[config.mk]
export PLATFORM = sky130hd
export DESIGN_NAME = hall_six_step_commutator
export DESIGN_NICKNAME = d
export VERILOG_FILES = /design/src/rtl/hssc_pkg.sv /design/src/rtl/hssc_ctrl.sv /design/src/rtl/hssc_datapath.sv /design/src/rtl/hall_six_step_commutator.sv
export SDC_FILE = /design/constraint.sdc
export NUM_CORES = 1
export LEC_CHECK = 0
export ABC_AREA = 1
export BUFFER_PORTS_ARGS = -buffer_cell sky130_fd_sc_hd__clkbuf_2
export CELL_PAD_IN_SITES_DETAIL_PLACEMENT = 0
export CELL_PAD_IN_SITES_GLOBAL_PLACEMENT = 2
export CORE_ASPECT_RATIO = 1.4
export CORE_UTILIZATION = 39
export CTS_BUF_LIST = sky130_fd_sc_hd__clkbuf_8
export CTS_CLUSTER_SIZE = 8
export DETAILED_ROUTE_END_ITERATION = 10
export PLACE_DENSITY_LB_ADDON = 0.1
export SLEW_MARGIN = 5
export SYNTH_ARGS = -nofsm -noshare
export SYNTH_HDL_FRONTEND = slang
export SYNTH_HIERARCHICAL = 1
export SYNTH_SLANG_ARGS = --single-unit
export TNS_END_PERCENT = 100
[constraint.sdc]
create_clock -name clk -period 19.08 [get_ports clk]
set_clock_uncertainty 0.05 [all_clocks]
set_input_delay 1.908 -clock clk [delete_from_list [all_inputs] [get_ports clk]]
set_output_delay 1.908 -clock clk [all_outputs]
set_load 0.05 [all_outputs]
[src/rtl/hssc_pkg.sv]
// Shared types, codes and helpers for the hall six-step commutator.
`timescale 1ns / 1ps

package hssc_pkg;

    // Field widths
    localparam int CMD_W      = 2;
    localparam int HALL_W     = 3;
    localparam int TIME_W     = 32;
    localparam int STEP_W     = 3;
    localparam int SPEED_W    = 24;
    localparam int PHASE_W    = 16;
    localparam int CFG_IDX_W  = 3;
    localparam int CFG_DATA_W = 36;
    localparam int HALL_TBL_W = 32;
    localparam int COMM_TBL_W = 36;
    localparam int ENTRY_W    = 4;
    localparam int EN_W       = 6;

    // Speed numerator and serial divider length
    localparam logic [SPEED_W-1:0] SPEED_NUM = 24'd10_000_000;
    localparam int DIV_STEPS = SPEED_W;
    localparam int DIV_CNT_W = $clog2(DIV_STEPS + 1);

    // Last step of the six-step cycle
    localparam logic [STEP_W-1:0] STEP_LAST = 3'd5;

    // Command codes
    localparam logic [CMD_W-1:0] CMD_HALL   = 2'd0;
    localparam logic [CMD_W-1:0] CMD_MANUAL = 2'd1;
    localparam logic [CMD_W-1:0] CMD_OFF    = 2'd2;

    // Register indexes
    localparam logic [CFG_IDX_W-1:0] REG_DIRECTION = 3'd0;
    localparam logic [CFG_IDX_W-1:0] REG_PWM_LOW   = 3'd1;
    localparam logic [CFG_IDX_W-1:0] REG_PWM_HIGH  = 3'd2;
    localparam logic [CFG_IDX_W-1:0] REG_HALL_TBL  = 3'd3;
    localparam logic [CFG_IDX_W-1:0] REG_COMM_TBL  = 3'd4;

    // Controller states
    typedef enum logic [1:0] {
        ST_IDLE,
        ST_DIV,
        ST_DONE
    } hssc_state_t;

    // Controller to datapath
    typedef struct packed {
        logic take;
        logic div_step;
        logic load_out;
    } hssc_cmd_t;

    // Datapath to controller
    typedef struct packed {
        logic has_result;
        logic needs_div;
        logic div_done;
        logic out_free;
    } hssc_stat_t;

    // Move one step with (reverse) or against (forward) the cycle, wrapping
    function automatic logic [STEP_W-1:0] advance(input logic dir,
                                                  input logic [STEP_W-1:0] s);
        logic [STEP_W-1:0] r;
        if (dir)
        begin
            r = (s >= STEP_LAST) ? '0 : s + 3'd1;
        end
        else
        begin
            r = (s == '0 || s > STEP_LAST) ? STEP_LAST : s - 3'd1;
        end
        return r;
    endfunction

endpackage

[src/rtl/hssc_ctrl.sv]
// Controller state machine: accept, divide, deliver.
`timescale 1ns / 1ps

module hssc_ctrl (
    input  logic                clk,
    input  logic                rst_n,
    input  logic                in_valid,
    output logic                in_stall,
    input  hssc_pkg::hssc_stat_t stat,
    output hssc_pkg::hssc_cmd_t  cmd
);

    hssc_pkg::hssc_state_t state_reg;
    hssc_pkg::hssc_state_t state_next;

    // Hold state
    always_ff @(posedge clk or negedge rst_n)
    begin
        if (!rst_n)
        begin
            state_reg <= hssc_pkg::ST_IDLE;
        end
        else
        begin
            state_reg <= state_next;
        end
    end

    // Sequence one word at a time
    always_comb
    begin
        state_next   = state_reg;
        cmd.take     = 1'b0;
        cmd.div_step = 1'b0;
        cmd.load_out = 1'b0;
        in_stall     = 1'b1;
        case (state_reg)
            hssc_pkg::ST_IDLE:
            begin
                in_stall = 1'b0;
                if (in_valid)
                begin
                    cmd.take = 1'b1;
                    if (!stat.has_result)
                    begin
                        state_next = hssc_pkg::ST_IDLE;
                    end
                    else if (stat.needs_div)
                    begin
                        state_next = hssc_pkg::ST_DIV;
                    end
                    else
                    begin
                        state_next = hssc_pkg::ST_DONE;
                    end
                end
            end
            hssc_pkg::ST_DIV:
            begin
                if (stat.div_done)
                begin
                    state_next = hssc_pkg::ST_DONE;
                end
                else
                begin
                    cmd.div_step = 1'b1;
                end
            end
            hssc_pkg::ST_DONE:
            begin
                if (stat.out_free)
                begin
                    cmd.load_out = 1'b1;
                    state_next   = hssc_pkg::ST_IDLE;
                end
            end
            default:
            begin
                state_next = hssc_pkg::ST_IDLE;
            end
        endcase
    end

endmodule

[src/rtl/hssc_datapath.sv]
// Datapath: registers, step logic, serial speed divider, output word.
`timescale 1ns / 1ps

module hssc_datapath #(
    parameter int PWM_WIDTH = 16
) (
    input  logic                                   clk,
    input  logic                                   rst_n,
    input  logic                                   cfg_write_en,
    input  logic [hssc_pkg::CFG_IDX_W-1:0]         cfg_index,
    input  logic [hssc_pkg::CFG_DATA_W-1:0]        cfg_data,
    input  logic [hssc_pkg::CMD_W-1:0]             command,
    input  logic [hssc_pkg::HALL_W-1:0]            hall_bits,
    input  logic [hssc_pkg::TIME_W-1:0]            time_us,
    input  hssc_pkg::hssc_cmd_t                    cmd,
    output hssc_pkg::hssc_stat_t                   stat,
    output logic                                   out_valid,
    input  logic                                   out_stall,
    output logic [hssc_pkg::PHASE_W-1:0]           phase_a_first,
    output logic [hssc_pkg::PHASE_W-1:0]           phase_a_second,
    output logic [hssc_pkg::PHASE_W-1:0]           phase_b_first,
    output logic [hssc_pkg::PHASE_W-1:0]           phase_b_second,
    output logic [hssc_pkg::PHASE_W-1:0]           phase_c_first,
    output logic [hssc_pkg::PHASE_W-1:0]           phase_c_second,
    output logic [hssc_pkg::STEP_W-1:0]            active_step,
    output logic [hssc_pkg::SPEED_W-1:0]           speed_value,
    output logic                                   speed_updated
);

    localparam int PhaseW = hssc_pkg::PHASE_W;
    localparam int TimeW  = hssc_pkg::TIME_W;

    // Configuration
    logic                              direction_reg;
    logic [PWM_WIDTH-1:0]              pwm_low_reg;
    logic [PWM_WIDTH-1:0]              pwm_high_reg;
    logic [hssc_pkg::HALL_TBL_W-1:0]   hall_table_reg;
    logic [hssc_pkg::COMM_TBL_W-1:0]   comm_table_reg;

    // Motor state
    logic [TimeW-1:0]                  last_zero_time_reg;
    logic [hssc_pkg::SPEED_W-1:0]      speed_reg;
    logic [hssc_pkg::STEP_W-1:0]       manual_counter_reg;

    // Word in flight
    logic [hssc_pkg::STEP_W-1:0]       step_reg;
    logic                              off_reg;
    logic                              updated_reg;

    // Serial divider
    logic [TimeW-1:0]                  divisor_reg;
    logic [TimeW-1:0]                  rem_reg;
    logic [hssc_pkg::SPEED_W-1:0]      num_reg;
    logic [hssc_pkg::SPEED_W-1:0]      quo_reg;
    logic [hssc_pkg::DIV_CNT_W-1:0]    div_cnt_reg;

    logic                              out_valid_reg;

    // Combinational helpers
    logic [hssc_pkg::ENTRY_W-1:0]      entry;
    logic                              entry_ok;
    logic [hssc_pkg::STEP_W-1:0]       hall_step;
    logic [hssc_pkg::STEP_W-1:0]       manual_adv;
    logic [hssc_pkg::STEP_W-1:0]       new_step;
    logic [TimeW-1:0]                  interval;
    logic [TimeW:0]                    trial;
    logic                              fits;
    logic [hssc_pkg::EN_W-1:0]         en;
    logic [PhaseW-1:0]                 hi_lvl;
    logic [PhaseW-1:0]                 lo_lvl;

    // Decode the incoming word
    always_comb
    begin
        entry       = hall_table_reg[{hall_bits, 2'b00} +: hssc_pkg::ENTRY_W];
        entry_ok    = (entry <= 4'(hssc_pkg::STEP_LAST));
        hall_step   = hssc_pkg::advance(direction_reg, entry[hssc_pkg::STEP_W-1:0]);
        manual_adv  = hssc_pkg::advance(direction_reg, manual_counter_reg);
        case (command)
            hssc_pkg::CMD_HALL:   new_step = hall_step;
            hssc_pkg::CMD_MANUAL: new_step = manual_adv;
            default:              new_step = '0;
        endcase
        stat.has_result = (command == hssc_pkg::CMD_HALL) ? entry_ok
                        : (command == hssc_pkg::CMD_MANUAL || command == hssc_pkg::CMD_OFF);
        stat.needs_div  = (command == hssc_pkg::CMD_HALL) && entry_ok && (hall_step == '0);
        stat.div_done   = (div_cnt_reg == '0);
        stat.out_free   = !out_valid_reg || !out_stall;
        // Zero interval counts as one microsecond
        interval = time_us - last_zero_time_reg;
        if (interval == '0)
        begin
            interval = TimeW'(1);
        end
    end

    // Restoring division step
    always_comb
    begin
        trial = {rem_reg, num_reg[hssc_pkg::SPEED_W-1]};
        fits  = (trial >= {1'b0, divisor_reg});
    end

    // Write configuration
    always_ff @(posedge clk or negedge rst_n)
    begin
        if (!rst_n)
        begin
            direction_reg  <= 1'b0;
            pwm_low_reg    <= '0;
            pwm_high_reg   <= '0;
            hall_table_reg <= '0;
            comm_table_reg <= '0;
        end
        else if (cfg_write_en)
        begin
            case (cfg_index)
                hssc_pkg::REG_DIRECTION: direction_reg  <= cfg_data[0];
                hssc_pkg::REG_PWM_LOW:   pwm_low_reg    <= cfg_data[PWM_WIDTH-1:0];
                hssc_pkg::REG_PWM_HIGH:  pwm_high_reg   <= cfg_data[PWM_WIDTH-1:0];
                hssc_pkg::REG_HALL_TBL:  hall_table_reg <= cfg_data[hssc_pkg::HALL_TBL_W-1:0];
                hssc_pkg::REG_COMM_TBL:  comm_table_reg <= cfg_data[hssc_pkg::COMM_TBL_W-1:0];
                default: ;
            endcase
        end
    end

    // Update motor state and divider
    always_ff @(posedge clk or negedge rst_n)
    begin
        if (!rst_n)
        begin
            last_zero_time_reg <= '0;
            speed_reg          <= '0;
            manual_counter_reg <= '0;
            div_cnt_reg        <= '0;
            out_valid_reg      <= 1'b0;
        end
        else
        begin
            if (cmd.take && command == hssc_pkg::CMD_MANUAL)
            begin
                manual_counter_reg <= manual_adv;
            end
            if (cmd.take && stat.needs_div)
            begin
                last_zero_time_reg <= time_us;
                div_cnt_reg        <= hssc_pkg::DIV_CNT_W'(hssc_pkg::DIV_STEPS);
            end
            else if (cmd.div_step)
            begin
                div_cnt_reg <= div_cnt_reg - hssc_pkg::DIV_CNT_W'(1);
            end
            if (cmd.load_out && updated_reg)
            begin
                speed_reg <= quo_reg;
            end
            if (cmd.load_out)
            begin
                out_valid_reg <= 1'b1;
            end
            else if (!out_stall)
            begin
                out_valid_reg <= 1'b0;
            end
        end
    end

    // Capture the word and run the divider
    always_ff @(posedge clk)
    begin
        if (cmd.take)
        begin
            step_reg    <= new_step;
            off_reg     <= (command == hssc_pkg::CMD_OFF);
            updated_reg <= stat.needs_div;
            divisor_reg <= interval;
            rem_reg     <= '0;
            num_reg     <= hssc_pkg::SPEED_NUM;
            quo_reg     <= '0;
        end
        else if (cmd.div_step)
        begin
            rem_reg <= fits ? TimeW'(trial - {1'b0, divisor_reg}) : trial[TimeW-1:0];
            num_reg <= {num_reg[hssc_pkg::SPEED_W-2:0], 1'b0};
            quo_reg <= {quo_reg[hssc_pkg::SPEED_W-2:0], fits};
        end
    end

    // Pick the channel enables of the current step
    always_comb
    begin
        case (step_reg)
            3'd0:    en = comm_table_reg[5:0];
            3'd1:    en = comm_table_reg[11:6];
            3'd2:    en = comm_table_reg[17:12];
            3'd3:    en = comm_table_reg[23:18];
            3'd4:    en = comm_table_reg[29:24];
            3'd5:    en = comm_table_reg[35:30];
            default: en = '0;
        endcase
        if (off_reg)
        begin
            en = '0;
        end
        hi_lvl = PhaseW'(pwm_high_reg);
        lo_lvl = PhaseW'(pwm_low_reg);
    end

    // Load the output word
    always_ff @(posedge clk)
    begin
        if (cmd.load_out)
        begin
            phase_a_first  <= en[0] ? hi_lvl : '0;
            phase_a_second <= en[1] ? lo_lvl : '0;
            phase_b_first  <= en[2] ? hi_lvl : '0;
            phase_b_second <= en[3] ? lo_lvl : '0;
            phase_c_first  <= en[4] ? hi_lvl : '0;
            phase_c_second <= en[5] ? lo_lvl : '0;
            active_step    <= step_reg;
            speed_value    <= off_reg ? '0 : (updated_reg ? quo_reg : speed_reg);
            speed_updated  <= updated_reg;
        end
    end

    assign out_valid = out_valid_reg;

endmodule

[src/rtl/hall_six_step_commutator.sv]
// Top level of the hall six-step commutator.
//
//   channel  direction  handshake            contents
//   in       to block   in_valid / in_stall  command, hall_bits, time_us
//   out      from block out_valid / out_stall six phase levels, step, speed
//   cfg      to block   cfg_write_en         cfg_index, cfg_data
//
// A manual step, an off word or a hall edge off step 0 goes from idle to done.
// A hall edge landing on step 0 also passes the divide state: the speed comes
// from a restoring divider producing one quotient bit per cycle over 24 bits.
// A word with no result leaves the block idle. Reset clears the control,
// configuration and motor state registers at once; a waiting output word
// holds under out_stall while the next input word is still taken and worked on.
`timescale 1ns / 1ps

module hall_six_step_commutator #(
    parameter int PWM_WIDTH = 16
) (
    input  logic                                clk,
    input  logic                                rst_n,
    input  logic                                cfg_write_en,
    input  logic [hssc_pkg::CFG_IDX_W-1:0]      cfg_index,
    input  logic [hssc_pkg::CFG_DATA_W-1:0]     cfg_data,
    input  logic                                in_valid,
    output logic                                in_stall,
    input  logic [hssc_pkg::CMD_W-1:0]          command,
    input  logic [hssc_pkg::HALL_W-1:0]         hall_bits,
    input  logic [hssc_pkg::TIME_W-1:0]         time_us,
    output logic                                out_valid,
    input  logic                                out_stall,
    output logic [hssc_pkg::PHASE_W-1:0]        phase_a_first,
    output logic [hssc_pkg::PHASE_W-1:0]        phase_a_second,
    output logic [hssc_pkg::PHASE_W-1:0]        phase_b_first,
    output logic [hssc_pkg::PHASE_W-1:0]        phase_b_second,
    output logic [hssc_pkg::PHASE_W-1:0]        phase_c_first,
    output logic [hssc_pkg::PHASE_W-1:0]        phase_c_second,
    output logic [hssc_pkg::STEP_W-1:0]         active_step,
    output logic [hssc_pkg::SPEED_W-1:0]        speed_value,
    output logic                                speed_updated
);

    hssc_pkg::hssc_cmd_t  cmd;
    hssc_pkg::hssc_stat_t stat;

    // Sequence words
    hssc_ctrl u_ctrl (
        .clk      (clk),
        .rst_n    (rst_n),
        .in_valid (in_valid),
        .in_stall (in_stall),
        .stat     (stat),
        .cmd      (cmd)
    );

    // Compute steps, speed and levels
    hssc_datapath #(
        .PWM_WIDTH (PWM_WIDTH)
    ) u_datapath (
        .clk            (clk),
        .rst_n          (rst_n),
        .cfg_write_en   (cfg_write_en),
        .cfg_index      (cfg_index),
        .cfg_data       (cfg_data),
        .command        (command),
        .hall_bits      (hall_bits),
        .time_us        (time_us),
        .cmd            (cmd),
        .stat           (stat),
        .out_valid      (out_valid),
        .out_stall      (out_stall),
        .phase_a_first  (phase_a_first),
        .phase_a_second (phase_a_second),
        .phase_b_first  (phase_b_first),
        .phase_b_second (phase_b_second),
        .phase_c_first  (phase_c_first),
        .phase_c_second (phase_c_second),
        .active_step    (active_step),
        .speed_value    (speed_value),
        .speed_updated  (speed_updated)
    );

endmodule

==> results of run 1 <==
-- cell usage after synthesis, drive strengths merged (2+ instances only) --
library cell | count | area share
nand2 | 757 | 0.14
inv | 422 | 0.075
nor2 | 265 | 0.048
o21ai | 222 | 0.053
dfrtp | 168 | 0.20
edfxtp | 161 | 0.23
nand3 | 153 | 0.037
a21oi | 111 | 0.027
nand4 | 80 | 0.024
ha | 76 | 0.045
dfxtp | 73 | 0.070
clkbuf | 66 | 0.012
buf | 26 | 0.0073
xor2 | 21 | 0.0088
nor3 | 20 | 0.0048
nand3b | 10 | 0.0036
xnor2 | 9 | 0.0038
a221oi | 6 | 0.0025
and2 | 5 | 0.0015
o21bai | 4 | 0.0014
or2 | 4 | 0.0012
a21o | 3 | 0.0011
a31oi | 3 | 0.00089
fa | 2 | 0.0019
-- layout make-up --
cell class                      count  share of cell area
Sequential cell                   402               0.439
Multi-Input combinational cell   1759               0.356
Inverter                          423              0.0664
Timing Repair Buffer              221              0.0481
Clock buffer                       78              0.0449
Tap cell                          714              0.0373
Clock inverter                     42             0.00785
Antenna cell                        1            0.000105
-- critical path: stages --
cell and delay, ns:
clkbuf_2 0.23, inv_2 0.28, nand2_1 0.08, nand2_1 0.06, nand2_1 0.05, nand3_1 0.11, nand2_2 0.10, inv_1 0.10
ha_1 0.20, inv_1 0.06, nand3_1 0.13, nand3_1 0.09, nand2_1 0.08, nand2_1 0.09, nor2_4 0.69, nand3_4 0.58
nand2_1 0.19, nand2_1 0.07
-- routing by layer --
metal  track usage  wire length (um)
met5             0                 0
met4         0.105              2500
met2         0.421             31900
met3        0.0322              2430
met1         0.244             23400
-- kinds of logic (layout without fill, tap and decap cells) --
group / after synthesis / after routing / synth area share
fa+ha+maj: 78 / 78 / 0.0472
flops: 402 / 402 / 0.500
simple gates: 1297 / 1297 / 0.257
xor+xnor: 30 / 30 / 0.0125
buf+inv: 515 / 764 / 0.0948
other cells: 0 / 1 / 0
compound gates: 354 / 354 / 0.0880
-- worst paths after layout --
path	cells after the start	slack (ns)	start	end
setup / recovery	18	14.40	hall_bits[0]	u_datapath/last_zero_time_reg[27]
hold / removal	2	0.41	u_datapath/num_reg[7]	u_datapath/num_reg[8]
setup reg to reg	16	15.82	u_datapath/hall_table_reg[0]	u_datapath/last_zero_time_reg[27]
hold reg to reg	2	0.41	u_datapath/num_reg[7]	u_datapath/num_reg[8]
max in group asynchronous	3	15.70	rst_n	u_datapath/hall_table_reg[8]
min in group asynchronous	1	1.21	rst_n	u_datapath/speed_reg[19]
-- power groups by stage --
stage	logic (mW)	clock network [mW]	registers, mW
after global placement	0.942	0	1.18
after detailed placement	0.950	0	1.18
after floorplan	0.498	0	1.37
after global routing	1.05	0.795	1.18
after CTS	0.953	0.755	1.17
final	0.935	0.724	1.16
-- metrics by stage --
| stage | power (mW) | hold WS, ns |
|---|---|---|
| final | 2.82 | 0.406 |
| after global routing | 3.02 | 0.434 |
| after CTS | 2.87 | 0.409 |
| after detailed placement | 2.13 | 0.396 |
| after global placement | 2.12 | 0.389 |
| after floorplan | 1.87 | 0.379 |
==> impl_metrics.prom, run 1 <==
# TYPE chip_impl_metric gauge
chip_impl_metric{name="portBuffers",unit=""} 206
chip_impl_metric{name="route.detailed.vias_per_inst",unit=""} 4.82
chip_impl_metric{name="power.share.sequential",unit=""} 0.412
chip_impl_metric{name="fmax",unit="GHz"} 0.214
chip_impl_metric{name="post_cts.repair.setup_buffers",unit=""} 0
chip_impl_info{name="grt_setup_unrepaired",value="no"} 1
chip_impl_metric{name="first_pass_iters",unit=""} 5
chip_impl_info{name="synth_top_flop_cell",value="dfrtp_1"} 1
chip_impl_metric{name="bufs_on_longest_clock_path",unit=""} 3
chip_impl_metric{name="ant_nets",unit=""} 0
chip_impl_metric{name="place_ws",unit="ns"} 13.73
chip_impl_metric{name="number_of_top_level_pins",unit=""} 207
chip_impl_metric{name="synth.ff_latch_count",unit=""} 402
chip_impl_info{name="worstSetupStartpointType",value="input pin"} 1
chip_impl_metric{name="syn_nets",unit=""} 2835
chip_impl_metric{name="clock_buffer_count_from_cts",unit=""} 66
chip_impl_metric{name="die_width",unit="um"} 198
chip_impl_metric{name="cts-resized-gates",unit=""} 0
chip_impl_metric{name="p_sw_frac",unit=""} 0.397
chip_impl_metric{name="placed_cells",unit=""} 3519
chip_impl_metric{name="setup-tns-final",unit="ns"} 0
chip_impl_metric{name="total_switching_power",unit="mW"} 1.12
chip_impl_metric{name="hold_viol_final",unit=""} 0
chip_impl_metric{name="fill_cells",unit=""} 5438
chip_impl_metric{name="worstSkewPairLatency",unit="ns"} 0.64
chip_impl_metric{name="arrival",unit="ns"} 5.13
chip_impl_metric{name="layout_worst_path_cycle_share",unit=""} 0.245
chip_impl_metric{name="multi_input_comb_area",unit="mm^2"} 0.00853
chip_impl_metric{name="ys_seq_area_frac",unit=""} 0.500
chip_impl_metric{name="post_route_cells_drive_above_1_share",unit=""} 0.115
chip_impl_metric{name="drt_drc_violations_left",unit=""} 0
chip_impl_metric{name="post-route-worst-setup-slack",unit="ns"} 14.40
chip_impl_info{name="cts_tree",value="yes"} 1
chip_impl_metric{name="clock_sinks",unit=""} 402
chip_impl_metric{name="cts_hold_buf",unit=""} 0
chip_impl_metric{name="netlist-cell-type-count",unit=""} 45
chip_impl_metric{name="max-cap-violations",unit=""} 0
chip_impl_metric{name="relative_area_change_from_synthesis_to_final_layout",unit="%"} 14.0
chip_impl_info{name="clockRootBuffer",value="clkbuf_8"} 1
chip_impl_metric{name="global_route_total_usage_across_every_layer",unit=""} 0.225
chip_impl_metric{name="power_report.internal_total",unit="mW"} 1.70
chip_impl_metric{name="htree_num_levels",unit=""} 3
chip_impl_metric{name="worstPathMaxFanout",unit=""} 37
chip_impl_metric{name="chipHeight",unit="um"} 276
chip_impl_metric{name="comb_power_share",unit=""} 0.331
chip_impl_metric{name="crit_required",unit="ns"} 19.53
chip_impl_metric{name="netlist_instances",unit=""} 2676
chip_impl_metric{name="first_global_vias",unit=""} 17500
chip_impl_metric{name="die_area",unit="mm^2"} 0.0548
chip_impl_metric{name="async_reset_ff_frac",unit=""} 0.418
chip_impl_metric{name="cellPowerDensity",unit="mW/mm^2"} 118
chip_impl_info{name="worstSetupEndpointType",value="flip-flop"} 1
chip_impl_metric{name="start_util",unit=""} 0.395
chip_impl_metric{name="syn_avg_cell_area",unit="um^2"} 7.84
chip_impl_info{name="layout_commonest_cell",value="nand2_1"} 1
chip_impl_metric{name="sequential_cell_area",unit="mm^2"} 0.0105
chip_impl_info{name="crit_type",value="input pin to flip-flop"} 1
chip_impl_metric{name="final_cell_count_no_fill",unit=""} 3640
chip_impl_metric{name="place.detailed.hpwl",unit="um"} 44700
chip_impl_metric{name="worst_setup_hold_path_clk_slew",unit="ns"} 0.06
chip_impl_metric{name="slew_worst_pin",unit="ns"} 1.05
chip_impl_metric{name="drt_iter0_drc",unit=""} 986
chip_impl_metric{name="route.detailed.wl_per_inst",unit="um"} 16.6
chip_impl_info{name="run_status",value="completed"} 1
chip_impl_metric{name="synthesis.area",unit="mm^2"} 0.0210
chip_impl_metric{name="detail_route.wirelength",unit="um"} 60300
chip_impl_metric{name="final_core_util",unit=""} 0.450
chip_impl_metric{name="grt_max_degree",unit=""} 73
chip_impl_metric{name="grt_first_pass_wirelength",unit="um"} 95500
chip_impl_metric{name="period_minus_slack",unit="ns"} 4.68
chip_impl_info{name="hold_path_class",value="flip-flop to flip-flop"} 1
chip_impl_metric{name="largest_register_ff_count",unit=""} 36
chip_impl_metric{name="fin_area",unit="mm^2"} 0.0239
chip_impl_metric{name="number_of_enable_type_register_cells_in_the_synthesized_netlist",unit=""} 161
chip_impl_info{name="layout.cells.most_common_list",value="nand2_1 (751), inv_1 (449), nor2_1 (261)"} 1
chip_impl_metric{name="global_route.overflow_total",unit=""} 0
chip_impl_metric{name="leakage",unit="nW"} 12.1
chip_impl_metric{name="via_count",unit=""} 17600
chip_impl_metric{name="placementRows",unit=""} 100
chip_impl_metric{name="final-max-slew-violation-count",unit=""} 0
chip_impl_metric{name="grt_antenna_before_repair",unit=""} 1
chip_impl_metric{name="num-nets-final",unit=""} 3032
chip_impl_metric{name="ys_warn_count",unit=""} 6
chip_impl_metric{name="finalWeightedCongestion",unit=""} 0.874
chip_impl_metric{name="fp.coreArea",unit="mm^2"} 0.0532
chip_impl_metric{name="setup-violations-final",unit=""} 0
chip_impl_metric{name="vdd_drop_max",unit="V"} 0.0000526
chip_impl_metric{name="pwr-share-clk",unit=""} 0.256
chip_impl_metric{name="detailed_place.area",unit="mm^2"} 0.0227
chip_impl_metric{name="max_slew_margin",unit=""} 0.296
(Power assumes the default switching activity.)
==> inputs of run 2 (changes only) <==
--- a/config.mk
+++ b/config.mk
@@ -5,12 +5,12 @@
 export SDC_FILE = /design/constraint.sdc
 export NUM_CORES = 1
 export LEC_CHECK = 0
-export ABC_AREA = 1
+export ABC_AREA = 0
 export BUFFER_PORTS_ARGS = -buffer_cell sky130_fd_sc_hd__clkbuf_2
 export CELL_PAD_IN_SITES_DETAIL_PLACEMENT = 0
 export CELL_PAD_IN_SITES_GLOBAL_PLACEMENT = 2
 export CORE_ASPECT_RATIO = 1.4
-export CORE_UTILIZATION = 39
+export CORE_UTILIZATION = 41
 export CTS_BUF_LIST = sky130_fd_sc_hd__clkbuf_8
 export CTS_CLUSTER_SIZE = 8
 export DETAILED_ROUTE_END_ITERATION = 10
==> constraint.sdc (replaced) <==
create_clock -name clk -period 4.81 [get_ports clk]
set_clock_uncertainty 0.05 [all_clocks]
set_input_delay 0.481 -clock clk [delete_from_list [all_inputs] [get_ports clk]]
set_output_delay 0.481 -clock clk [all_outputs]
set_load 0.05 [all_outputs]
==> run 2 against run 1 <==
Cell count down 29%. Synthesized cell count shrank 37%. Design area down 5.1%. First-iteration DRC count fell by 35%. Sequential power rose to 4.0 times the previous value. Clock-buffer cell count increased by 2. Area after synthesis is 6.6% lower. Power grew to 3.9 times the previous value. Via count is 24% lower. Sequential share of layout area up 2.4 points. Critical path type unchanged. Highest routed layer is now met5.
==> impl_metrics.prom, run 2 <==
# TYPE chip_impl_metric gauge
chip_impl_info{name="run_status",value="completed"} 1
chip_impl_metric{name="max-cap-violations",unit=""} 0
chip_impl_info{name="layout_commonest_cell",value="clkbuf_2"} 1
chip_impl_metric{name="final-max-slew-violation-count",unit=""} 0
chip_impl_metric{name="worst_setup_hold_path_clk_slew",unit="ns"} 0.06
chip_impl_metric{name="power.total",unit="mW"} 11.0
chip_impl_info{name="synth_top_cells_by_count",value="dfrtp_1 (168), mux2_2 (166), edfxtp_1 (161), nor2_1 (138), nand2_1 (107)"} 1
chip_impl_metric{name="global_route.overflow_total",unit=""} 0
chip_impl_metric{name="fp.coreArea",unit="mm^2"} 0.0470
chip_impl_metric{name="number_of_top_level_pins",unit=""} 207
chip_impl_metric{name="cts-resized-gates",unit=""} 0
chip_impl_metric{name="post_route_cells_drive_above_1_share",unit=""} 0.264
chip_impl_metric{name="syn_nets",unit=""} 1835
chip_impl_info{name="synth_top_cells_by_area",value="edfxtp_1 (25%), dfrtp_1 (21%), mux2_2 (9.5%)"} 1
chip_impl_metric{name="async_reset_ff_frac",unit=""} 0.418
chip_impl_metric{name="htree_num_levels",unit=""} 3
chip_impl_metric{name="placementRows",unit=""} 94
chip_impl_metric{name="finalWeightedCongestion",unit=""} 0.821
chip_impl_metric{name="slew_worst_pin",unit="ns"} 1.25
chip_impl_info{name="hold_path_class",value="input pin to flip-flop"} 1
chip_impl_metric{name="worstPathMaxFanout",unit=""} 4
chip_impl_metric{name="detail_route.wirelength",unit="um"} 48500
chip_impl_info{name="critPathCapture",value="u_datapath/divisor_reg[0]"} 1
chip_impl_metric{name="place.detailed.hpwl",unit="um"} 34600
chip_impl_info{name="layout.cells.most_common_list",value="clkbuf_2 (205), dfrtp_1 (168), mux2_2 (166)"} 1
chip_impl_metric{name="clock_buffer_count_from_cts",unit=""} 68
chip_impl_metric{name="max_slew_margin",unit=""} 0.165
chip_impl_info{name="startpoint",value="time_us[0]"} 1
chip_impl_metric{name="bufs_on_longest_clock_path",unit=""} 3
chip_impl_metric{name="route.detailed.wl_per_inst",unit="um"} 18.7
chip_impl_metric{name="ys_warn_count",unit=""} 6
chip_impl_metric{name="num-nets-final",unit=""} 2071
chip_impl_metric{name="worstSkewPairLatency",unit="ns"} 0.63
chip_impl_metric{name="fill_cells",unit=""} 4413
chip_impl_metric{name="setup-tns-final",unit="ns"} 0
chip_impl_metric{name="cellPowerDensity",unit="mW/mm^2"} 485
chip_impl_info{name="cts_tree",value="yes"} 1
chip_impl_metric{name="fmax",unit="GHz"} 0.230
chip_impl_metric{name="netlist-cell-type-count",unit=""} 75
chip_impl_metric{name="period_minus_slack",unit="ns"} 4.35
chip_impl_info{name="synth_top_flop_cell",value="dfrtp_1"} 1
chip_impl_metric{name="setup-violations-final",unit=""} 0
chip_impl_metric{name="grt_first_pass_wirelength",unit="um"} 76300
chip_impl_metric{name="post_cts.repair.setup_buffers",unit=""} 0
chip_impl_metric{name="first_pass_iters",unit=""} 5
chip_impl_metric{name="first_global_vias",unit=""} 13600
chip_impl_metric{name="die_width",unit="um"} 187
chip_impl_metric{name="synth.ff_latch_count",unit=""} 402
chip_impl_info{name="worstSetupStartpointType",value="input pin"} 1
chip_impl_metric{name="number_of_enable_type_register_cells_in_the_synthesized_netlist",unit=""} 161
chip_impl_metric{name="netlist_instances",unit=""} 1676
chip_impl_metric{name="start_util",unit=""} 0.417
chip_impl_metric{name="layout_worst_path_cycle_share",unit=""} 0.905
chip_impl_metric{name="relative_area_change_from_synthesis_to_final_layout",unit="%"} 15.8
chip_impl_info{name="critical_path.reg2reg.startpoint",value="u_datapath/last_zero_time_reg[0]"} 1
chip_impl_metric{name="ant_nets",unit=""} 0
chip_impl_metric{name="global_route_total_usage_across_every_layer",unit=""} 0.202
chip_impl_metric{name="via_count",unit=""} 13400
chip_impl_metric{name="vdd_drop_max",unit="V"} 0.000231
chip_impl_info{name="clockRootBuffer",value="clkbuf_8"} 1
chip_impl_metric{name="clock_sinks",unit=""} 402
chip_impl_metric{name="worst-r2r-cell-count",unit=""} 12
chip_impl_metric{name="reg2reg_setup_slack",unit="ns"} 0.61
chip_impl_metric{name="drt_drc_violations_left",unit=""} 0
chip_impl_metric{name="die_area",unit="mm^2"} 0.0487
chip_impl_metric{name="largest_register_ff_count",unit=""} 36
chip_impl_metric{name="portBuffers",unit=""} 206
chip_impl_metric{name="synth_largest_type_area_fraction",unit=""} 0.247
chip_impl_metric{name="grt_max_degree",unit=""} 96
chip_impl_info{name="yosysMostFrequentCell",value="dfrtp_1"} 1
chip_impl_info{name="crit-reg2reg-capture",value="u_datapath/divisor_reg[0]"} 1
chip_impl_metric{name="crit_required",unit="ns"} 5.20
chip_impl_info{name="worstSetupEndpointType",value="flip-flop"} 1
chip_impl_metric{name="syn_avg_cell_area",unit="um^2"} 11.7
chip_impl_metric{name="ys_seq_area_frac",unit=""} 0.536
chip_impl_metric{name="arrival",unit="ns"} 4.75
chip_impl_info{name="grt_setup_unrepaired",value="no"} 1
chip_impl_metric{name="route.detailed.vias_per_inst",unit=""} 5.17
chip_impl_metric{name="drt_iter0_drc",unit=""} 640
chip_impl_metric{name="leakage",unit="nW"} 9.78
chip_impl_metric{name="grt_antenna_before_repair",unit=""} 3
chip_impl_metric{name="hold_viol_final",unit=""} 0
chip_impl_metric{name="chipHeight",unit="um"} 261
chip_impl_info{name="synth_largest_area_cell",value="edfxtp_1"} 1
chip_impl_metric{name="synthesis.area",unit="mm^2"} 0.0196
chip_impl_info{name="crit_type",value="input pin to flip-flop"} 1
## run 2: cell types whose count changed after synthesis, moves of 20 or more
| cell | change |
|---|---|
| nor2_1 | -124 |
| nand2_1 | -644 |
| o21ai_0 | -178 |
| a21o_1 | +24 |
| a21oi_1 | -30 |
| nand3_1 | -130 |
| xnor2_1 | +30 |
| mux2_2 | +166 |
| mux2i_1 | +70 |
| a311oi_1 | +20 |
| inv_1 | -329 |
| nand4_1 | -68 |
| and2_1 | +91 |
## run 2: area by class of cell
type,count,area (um^2),area share
sequential,402,10500,0.463
multi-input combinational,1117,8510,0.375
timing repair buffer,233,1280,0.0563
clock buffer,80,1100,0.0485
tap,624,781,0.0344
inverter,90,338,0.0149
clock inverter,44,194,0.00854
antenna,1,2.50,0.000110
## run 2: per-layer routing
layer  GRT usage  up-vias  share of wire
met5           0        -        0.00070
met4      0.0906        4          0.032
met3      0.0344       88          0.040
met2       0.383      306           0.54
met1       0.219     6494           0.39
li1            -     6495              -
## run 2: how the worst min path moves through the flow
stage                                     start                               end  slack [ns]  cells past startpoint
after detailed placement  u_datapath/num_reg[7]             u_datapath/num_reg[7]        0.40                      1
after global routing               cfg_data[34]     u_datapath/comm_table_reg[34]        0.03                      2
final                              cfg_data[30]     u_datapath/hall_table_reg[30]        0.06                      2
after global placement    u_datapath/num_reg[7]             u_datapath/num_reg[7]        0.39                      1
after CTS                            time_us[7]  u_datapath/last_zero_time_reg[7]       0.002                      2
after floorplan                           rst_n               u_ctrl/state_reg[0]        0.14                      0
## run 2: cell families after synthesis
logic type      synth area share
simple gates               0.121
compound gates            0.0877
mux                        0.147
fa+ha+maj                 0.0506
buf+inv                   0.0315
flops                      0.536
xor+xnor                  0.0259
## run 2: per-stage QoR
stage	cell area [um^2]	setup WS, ns	hold slack (ns)	utilization	std cells
after global placement	21400	0.492	0.394	0.454	2461
final	22700	0.456	0.0617	0.483	2591
after global routing	22700	0.295	0.0318	0.483	2591
after floorplan	19600	0.836	0.135	-	1676
after detailed placement	21400	0.415	0.398	0.454	2461
after CTS	22700	0.556	0.00189	0.482	2590
## run 2: timing repair
action,4_1_cts,5_1_grt
hold buffers,5,0
endpoints found under the hold margin,77,0
endpoints found under the setup margin,0,0
## run 2: critical path, stage by stage
cell,delay (ns)
dlygate4sd3_1,0.52
clkbuf_2,0.11
inv_1,0.04
ha_1,0.22
fa_1,0.40
nand2b_1,0.19
a21oi_2,0.27
nor4b_2,0.09
or3_1,0.34
xnor2_1,0.15
or4b_1,0.52
nand4bb_1,0.18
or4_1,0.48
or4_1,0.50
o31ai_2,0.25
## run 2: power breakdown
group / internal (mW) / switching (mW) / leakage [nW]
Combinational: 1.26 / 2.24 / 4.76
Sequential: 4.29 / 0.322 / 4.24
Clock: 1.52 / 1.38 / 0.778
Total: 7.07 / 3.94 / 9.78
==> inputs of run 3 (changes only) <==
--- a/config.mk
+++ b/config.mk
@@ -6,7 +6,7 @@
 export NUM_CORES = 1
 export LEC_CHECK = 0
 export ABC_AREA = 0
-export BUFFER_PORTS_ARGS = -buffer_cell sky130_fd_sc_hd__clkbuf_2
+export BUFFER_PORTS_ARGS = -buffer_cell sky130_fd_sc_hd__buf_2
 export CELL_PAD_IN_SITES_DETAIL_PLACEMENT = 0
 export CELL_PAD_IN_SITES_GLOBAL_PLACEMENT = 2
 export CORE_ASPECT_RATIO = 1.4
@@ -20,4 +20,4 @@
 export SYNTH_HDL_FRONTEND = slang
 export SYNTH_HIERARCHICAL = 1
 export SYNTH_SLANG_ARGS = --single-unit
-export TNS_END_PERCENT = 100
+export TNS_END_PERCENT = 10
==> run 3 against run 2 <==
Via count shrank 0.52%. Clock power about the same. Utilization about the same. Wire length up 0.85%. Combinational power barely moved. Register-to-register slack improved by 0.10 ns. Design area about the same. Worst setup slack better by 0.26 ns. Clock-buffer cell count down 2. Fmax increased by 6.3%. Critical path type is now flip-flop to flip-flop. Largest cell class unchanged. Highest routed layer unchanged.
==> impl_metrics.prom, run 3 (synthesis gave the netlist of run 2 again) <==
# TYPE chip_impl_metric gauge
chip_impl_metric{name="fill_cells",unit=""} 4390
chip_impl_metric{name="layout_worst_path_cycle_share",unit=""} 0.852
chip_impl_metric{name="first_pass_iters",unit=""} 5
chip_impl_info{name="cts_tree",value="yes"} 1
chip_impl_metric{name="portBuffers",unit=""} 206
chip_impl_info{name="timing.hold.worst.start",value="cfg_data[16]"} 1
chip_impl_metric{name="via_count",unit=""} 13300
chip_impl_metric{name="cp_num_cells",unit=""} 12
chip_impl_info{name="hold_path_class",value="input pin to flip-flop"} 1
chip_impl_metric{name="clock_sinks",unit=""} 402
chip_impl_metric{name="die_area",unit="mm^2"} 0.0487
chip_impl_info{name="layout.cells.most_common_list",value="buf_2 (205), dfrtp_1 (168), mux2_2 (166)"} 1
chip_impl_metric{name="detail_route.wirelength",unit="um"} 48900
chip_impl_metric{name="hold_viol_final",unit=""} 0
chip_impl_metric{name="setup-tns-final",unit="ns"} 0
chip_impl_metric{name="final-max-slew-violation-count",unit=""} 0
chip_impl_metric{name="grt_antenna_before_repair",unit=""} 4
chip_impl_metric{name="fmax",unit="GHz"} 0.244
chip_impl_metric{name="max_slew_margin",unit=""} 0.130
chip_impl_metric{name="placementRows",unit=""} 94
chip_impl_metric{name="vdd_drop_max",unit="V"} 0.000271
chip_impl_metric{name="global_route_total_usage_across_every_layer",unit=""} 0.205
chip_impl_metric{name="p_sw_frac",unit=""} 0.359
chip_impl_metric{name="critical_path.n_buffers_inverters",unit=""} 0
chip_impl_metric{name="clock_buffer_count_from_cts",unit=""} 67
chip_impl_metric{name="worst_setup_hold_path_clk_slew",unit="ns"} 0.07
chip_impl_metric{name="largest_register_ff_count",unit=""} 36
chip_impl_metric{name="route.detailed.wl_per_inst",unit="um"} 18.9
chip_impl_metric{name="multi_input_comb_area",unit="mm^2"} 0.00851
chip_impl_metric{name="setup-violations-final",unit=""} 0
chip_impl_metric{name="route.detailed.vias_per_inst",unit=""} 5.14
chip_impl_metric{name="worstSkewPairLatency",unit="ns"} 0.64
chip_impl_metric{name="comb_power_share",unit=""} 0.321
chip_impl_metric{name="max-cap-violations",unit=""} 0
chip_impl_metric{name="ant_nets",unit=""} 0
chip_impl_metric{name="worstPathMaxFanout",unit=""} 4
chip_impl_metric{name="total_switching_power",unit="mW"} 3.95
chip_impl_metric{name="grt_first_pass_wirelength",unit="um"} 77300
chip_impl_info{name="critical_path.reg2reg.startpoint",value="u_datapath/last_zero_time_reg[0]"} 1
chip_impl_info{name="critical_path_slowest_stage_cell",value="or4b_1"} 1
chip_impl_metric{name="post_route_cells_drive_above_1_share",unit=""} 0.264
chip_impl_metric{name="timing.critical_path.slowest_cell_delay",unit="ns"} 0.51
chip_impl_metric{name="relative_area_change_from_synthesis_to_final_layout",unit="%"} 15.9
chip_impl_metric{name="cellPowerDensity",unit="mW/mm^2"} 484
chip_impl_metric{name="arrival",unit="ns"} 4.51
chip_impl_metric{name="slew_worst_pin",unit="ns"} 1.30
chip_impl_metric{name="htree_num_levels",unit=""} 3
chip_impl_metric{name="worst-r2r-cell-count",unit=""} 12
chip_impl_metric{name="start_util",unit=""} 0.417
chip_impl_info{name="min_to",value="u_datapath/hall_table_reg[16]"} 1
chip_impl_metric{name="crit_required",unit="ns"} 5.22
chip_impl_metric{name="place.detailed.hpwl",unit="um"} 34500
chip_impl_info{name="crit_type",value="flip-flop to flip-flop"} 1
chip_impl_metric{name="drt_iter0_drc",unit=""} 485
chip_impl_metric{name="period_minus_slack",unit="ns"} 4.10
chip_impl_metric{name="placed_cells",unit=""} 2459
chip_impl_metric{name="first_global_vias",unit=""} 13600
chip_impl_metric{name="die_width",unit="um"} 187
chip_impl_metric{name="final_cell_count_no_fill",unit=""} 2591
chip_impl_info{name="layout_commonest_cell",value="buf_2"} 1
chip_impl_metric{name="power.total",unit="mW"} 11.0
chip_impl_info{name="crit_top_cell",value="or4_1"} 1
chip_impl_metric{name="timing.hold.worst_path_depth",unit=""} 2
chip_impl_info{name="grt_setup_unrepaired",value="no"} 1
chip_impl_metric{name="drt_drc_violations_left",unit=""} 0
chip_impl_metric{name="grt_max_degree",unit=""} 140
chip_impl_metric{name="chipHeight",unit="um"} 261
chip_impl_info{name="worstSetupEndpointType",value="flip-flop"} 1
chip_impl_info{name="cpLargestDelayFamily",value="simple AND/OR/NAND/NOR gates"} 1
chip_impl_metric{name="sequential_cell_area",unit="mm^2"} 0.0105
chip_impl_metric{name="global_route.overflow_total",unit=""} 0
chip_impl_metric{name="bufs_on_longest_clock_path",unit=""} 3
chip_impl_metric{name="detailed_place.area",unit="mm^2"} 0.0214
chip_impl_metric{name="post_cts.repair.setup_buffers",unit=""} 0
chip_impl_info{name="worstPathCellList",value="ha_1 -> fa_1 -> nand2b_1 -> a21oi_2 -> nor4b_2 -> or3_1 -> xnor2_1 -> or4b_1 -> nand4bb_1 -> or4_1 -> or4_1 -> o31ai_2"} 1
chip_impl_metric{name="power.share.sequential",unit=""} 0.419
chip_impl_info{name="clockRootBuffer",value="clkbuf_8"} 1
chip_impl_metric{name="num-nets-final",unit=""} 2071
chip_impl_metric{name="fin_area",unit="mm^2"} 0.0227
chip_impl_metric{name="reg2reg_setup_slack",unit="ns"} 0.71
chip_impl_metric{name="leakage",unit="nW"} 9.76
chip_impl_metric{name="number_of_top_level_pins",unit=""} 207
chip_impl_metric{name="finalWeightedCongestion",unit=""} 0.817
chip_impl_info{name="crit-reg2reg-capture",value="u_datapath/divisor_reg[0]"} 1
chip_impl_metric{name="power_report.internal_total",unit="mW"} 7.05
chip_impl_metric{name="pwr-share-clk",unit=""} 0.260
chip_impl_info{name="worstSetupStartpointType",value="flip-flop"} 1
chip_impl_metric{name="fp.coreArea",unit="mm^2"} 0.0470
chip_impl_info{name="run_status",value="completed"} 1
-- run 3: changes by cell type in the layout (fill, tap and decap cells not counted), sizes merged --
cell         previous run  this run
dlygate4sd3             5         8
clkinv                  6         5
clkbuf                285        78
buf                    23       226
inv                   125       127
-- run 3: layout make-up --
class | count | share of cell area
repair buffers | 234 | 0.0575
well taps | 624 | 0.0344
flip-flops and latches | 402 | 0.462
multi-input cells | 1117 | 0.375
clock buffers | 78 | 0.0473
diodes | 1 | 0.000110
inverters | 90 | 0.0149
clock inverters | 45 | 0.00887
-- run 3: power by group through the flow --
stage               clock network, mW  registers, mW  logic (mW)
detailed placement                  0           4.68        3.55
global route                     3.13           4.69        3.85
global placement                    0           4.67        3.53
floorplan                           0           5.11        2.11
CTS                              2.99           4.62        3.57
finish                           2.86           4.61        3.53
-- run 3: through the flow --
stage	worst slack (ns)	hold WS (ns)	util
finish	0.712	0.0548	0.483
global route	0.518	0.0368	0.483
CTS	0.698	0.00264	0.483
detailed placement	0.454	0.341	0.454
global placement	0.491	0.340	0.454
floorplan	0.836	0.135	-
-- run 3: worst max path at each step --
stage | startpoint | endpoint | slack [ns]
after global routing | u_datapath/last_zero_time_reg[0] | u_datapath/divisor_reg[0] | 0.52
after detailed placement | time_us[0] | u_datapath/divisor_reg[0] | 0.45
after global placement | time_us[0] | u_datapath/divisor_reg[0] | 0.49
after floorplan | time_us[0] | u_datapath/divisor_reg[0] | 0.84
after CTS | u_datapath/last_zero_time_reg[0] | u_datapath/divisor_reg[0] | 0.70
final | u_datapath/last_zero_time_reg[0] | u_datapath/divisor_reg[0] | 0.71
-- run 3: per-layer routing --
metal,global-route usage,vias to the layer above,wire length [um],share of wire
met2,0.389,304,26200,0.54
met1,0.226,6426,19400,0.40
li1,-,6497,-,-
met3,0.0331,84,1890,0.039
met5,0,-,41,0.00084
met4,0.0852,6,1410,0.029
-- run 3: worst reg2reg max path: cells and delay by family (launching register included) --
kind	cells	cell delay, ns
simple gates	7	2.27
xor+xnor	1	0.15
compound gates	2	0.49
flops	1	0.37
fa+ha+maj	2	0.61
-- run 3: what timing repair did --
item | in CTS | in global routing
hold buffers | 8 | 0
resized for setup | 0 | 0
hold endpoints to repair | 38 | 0
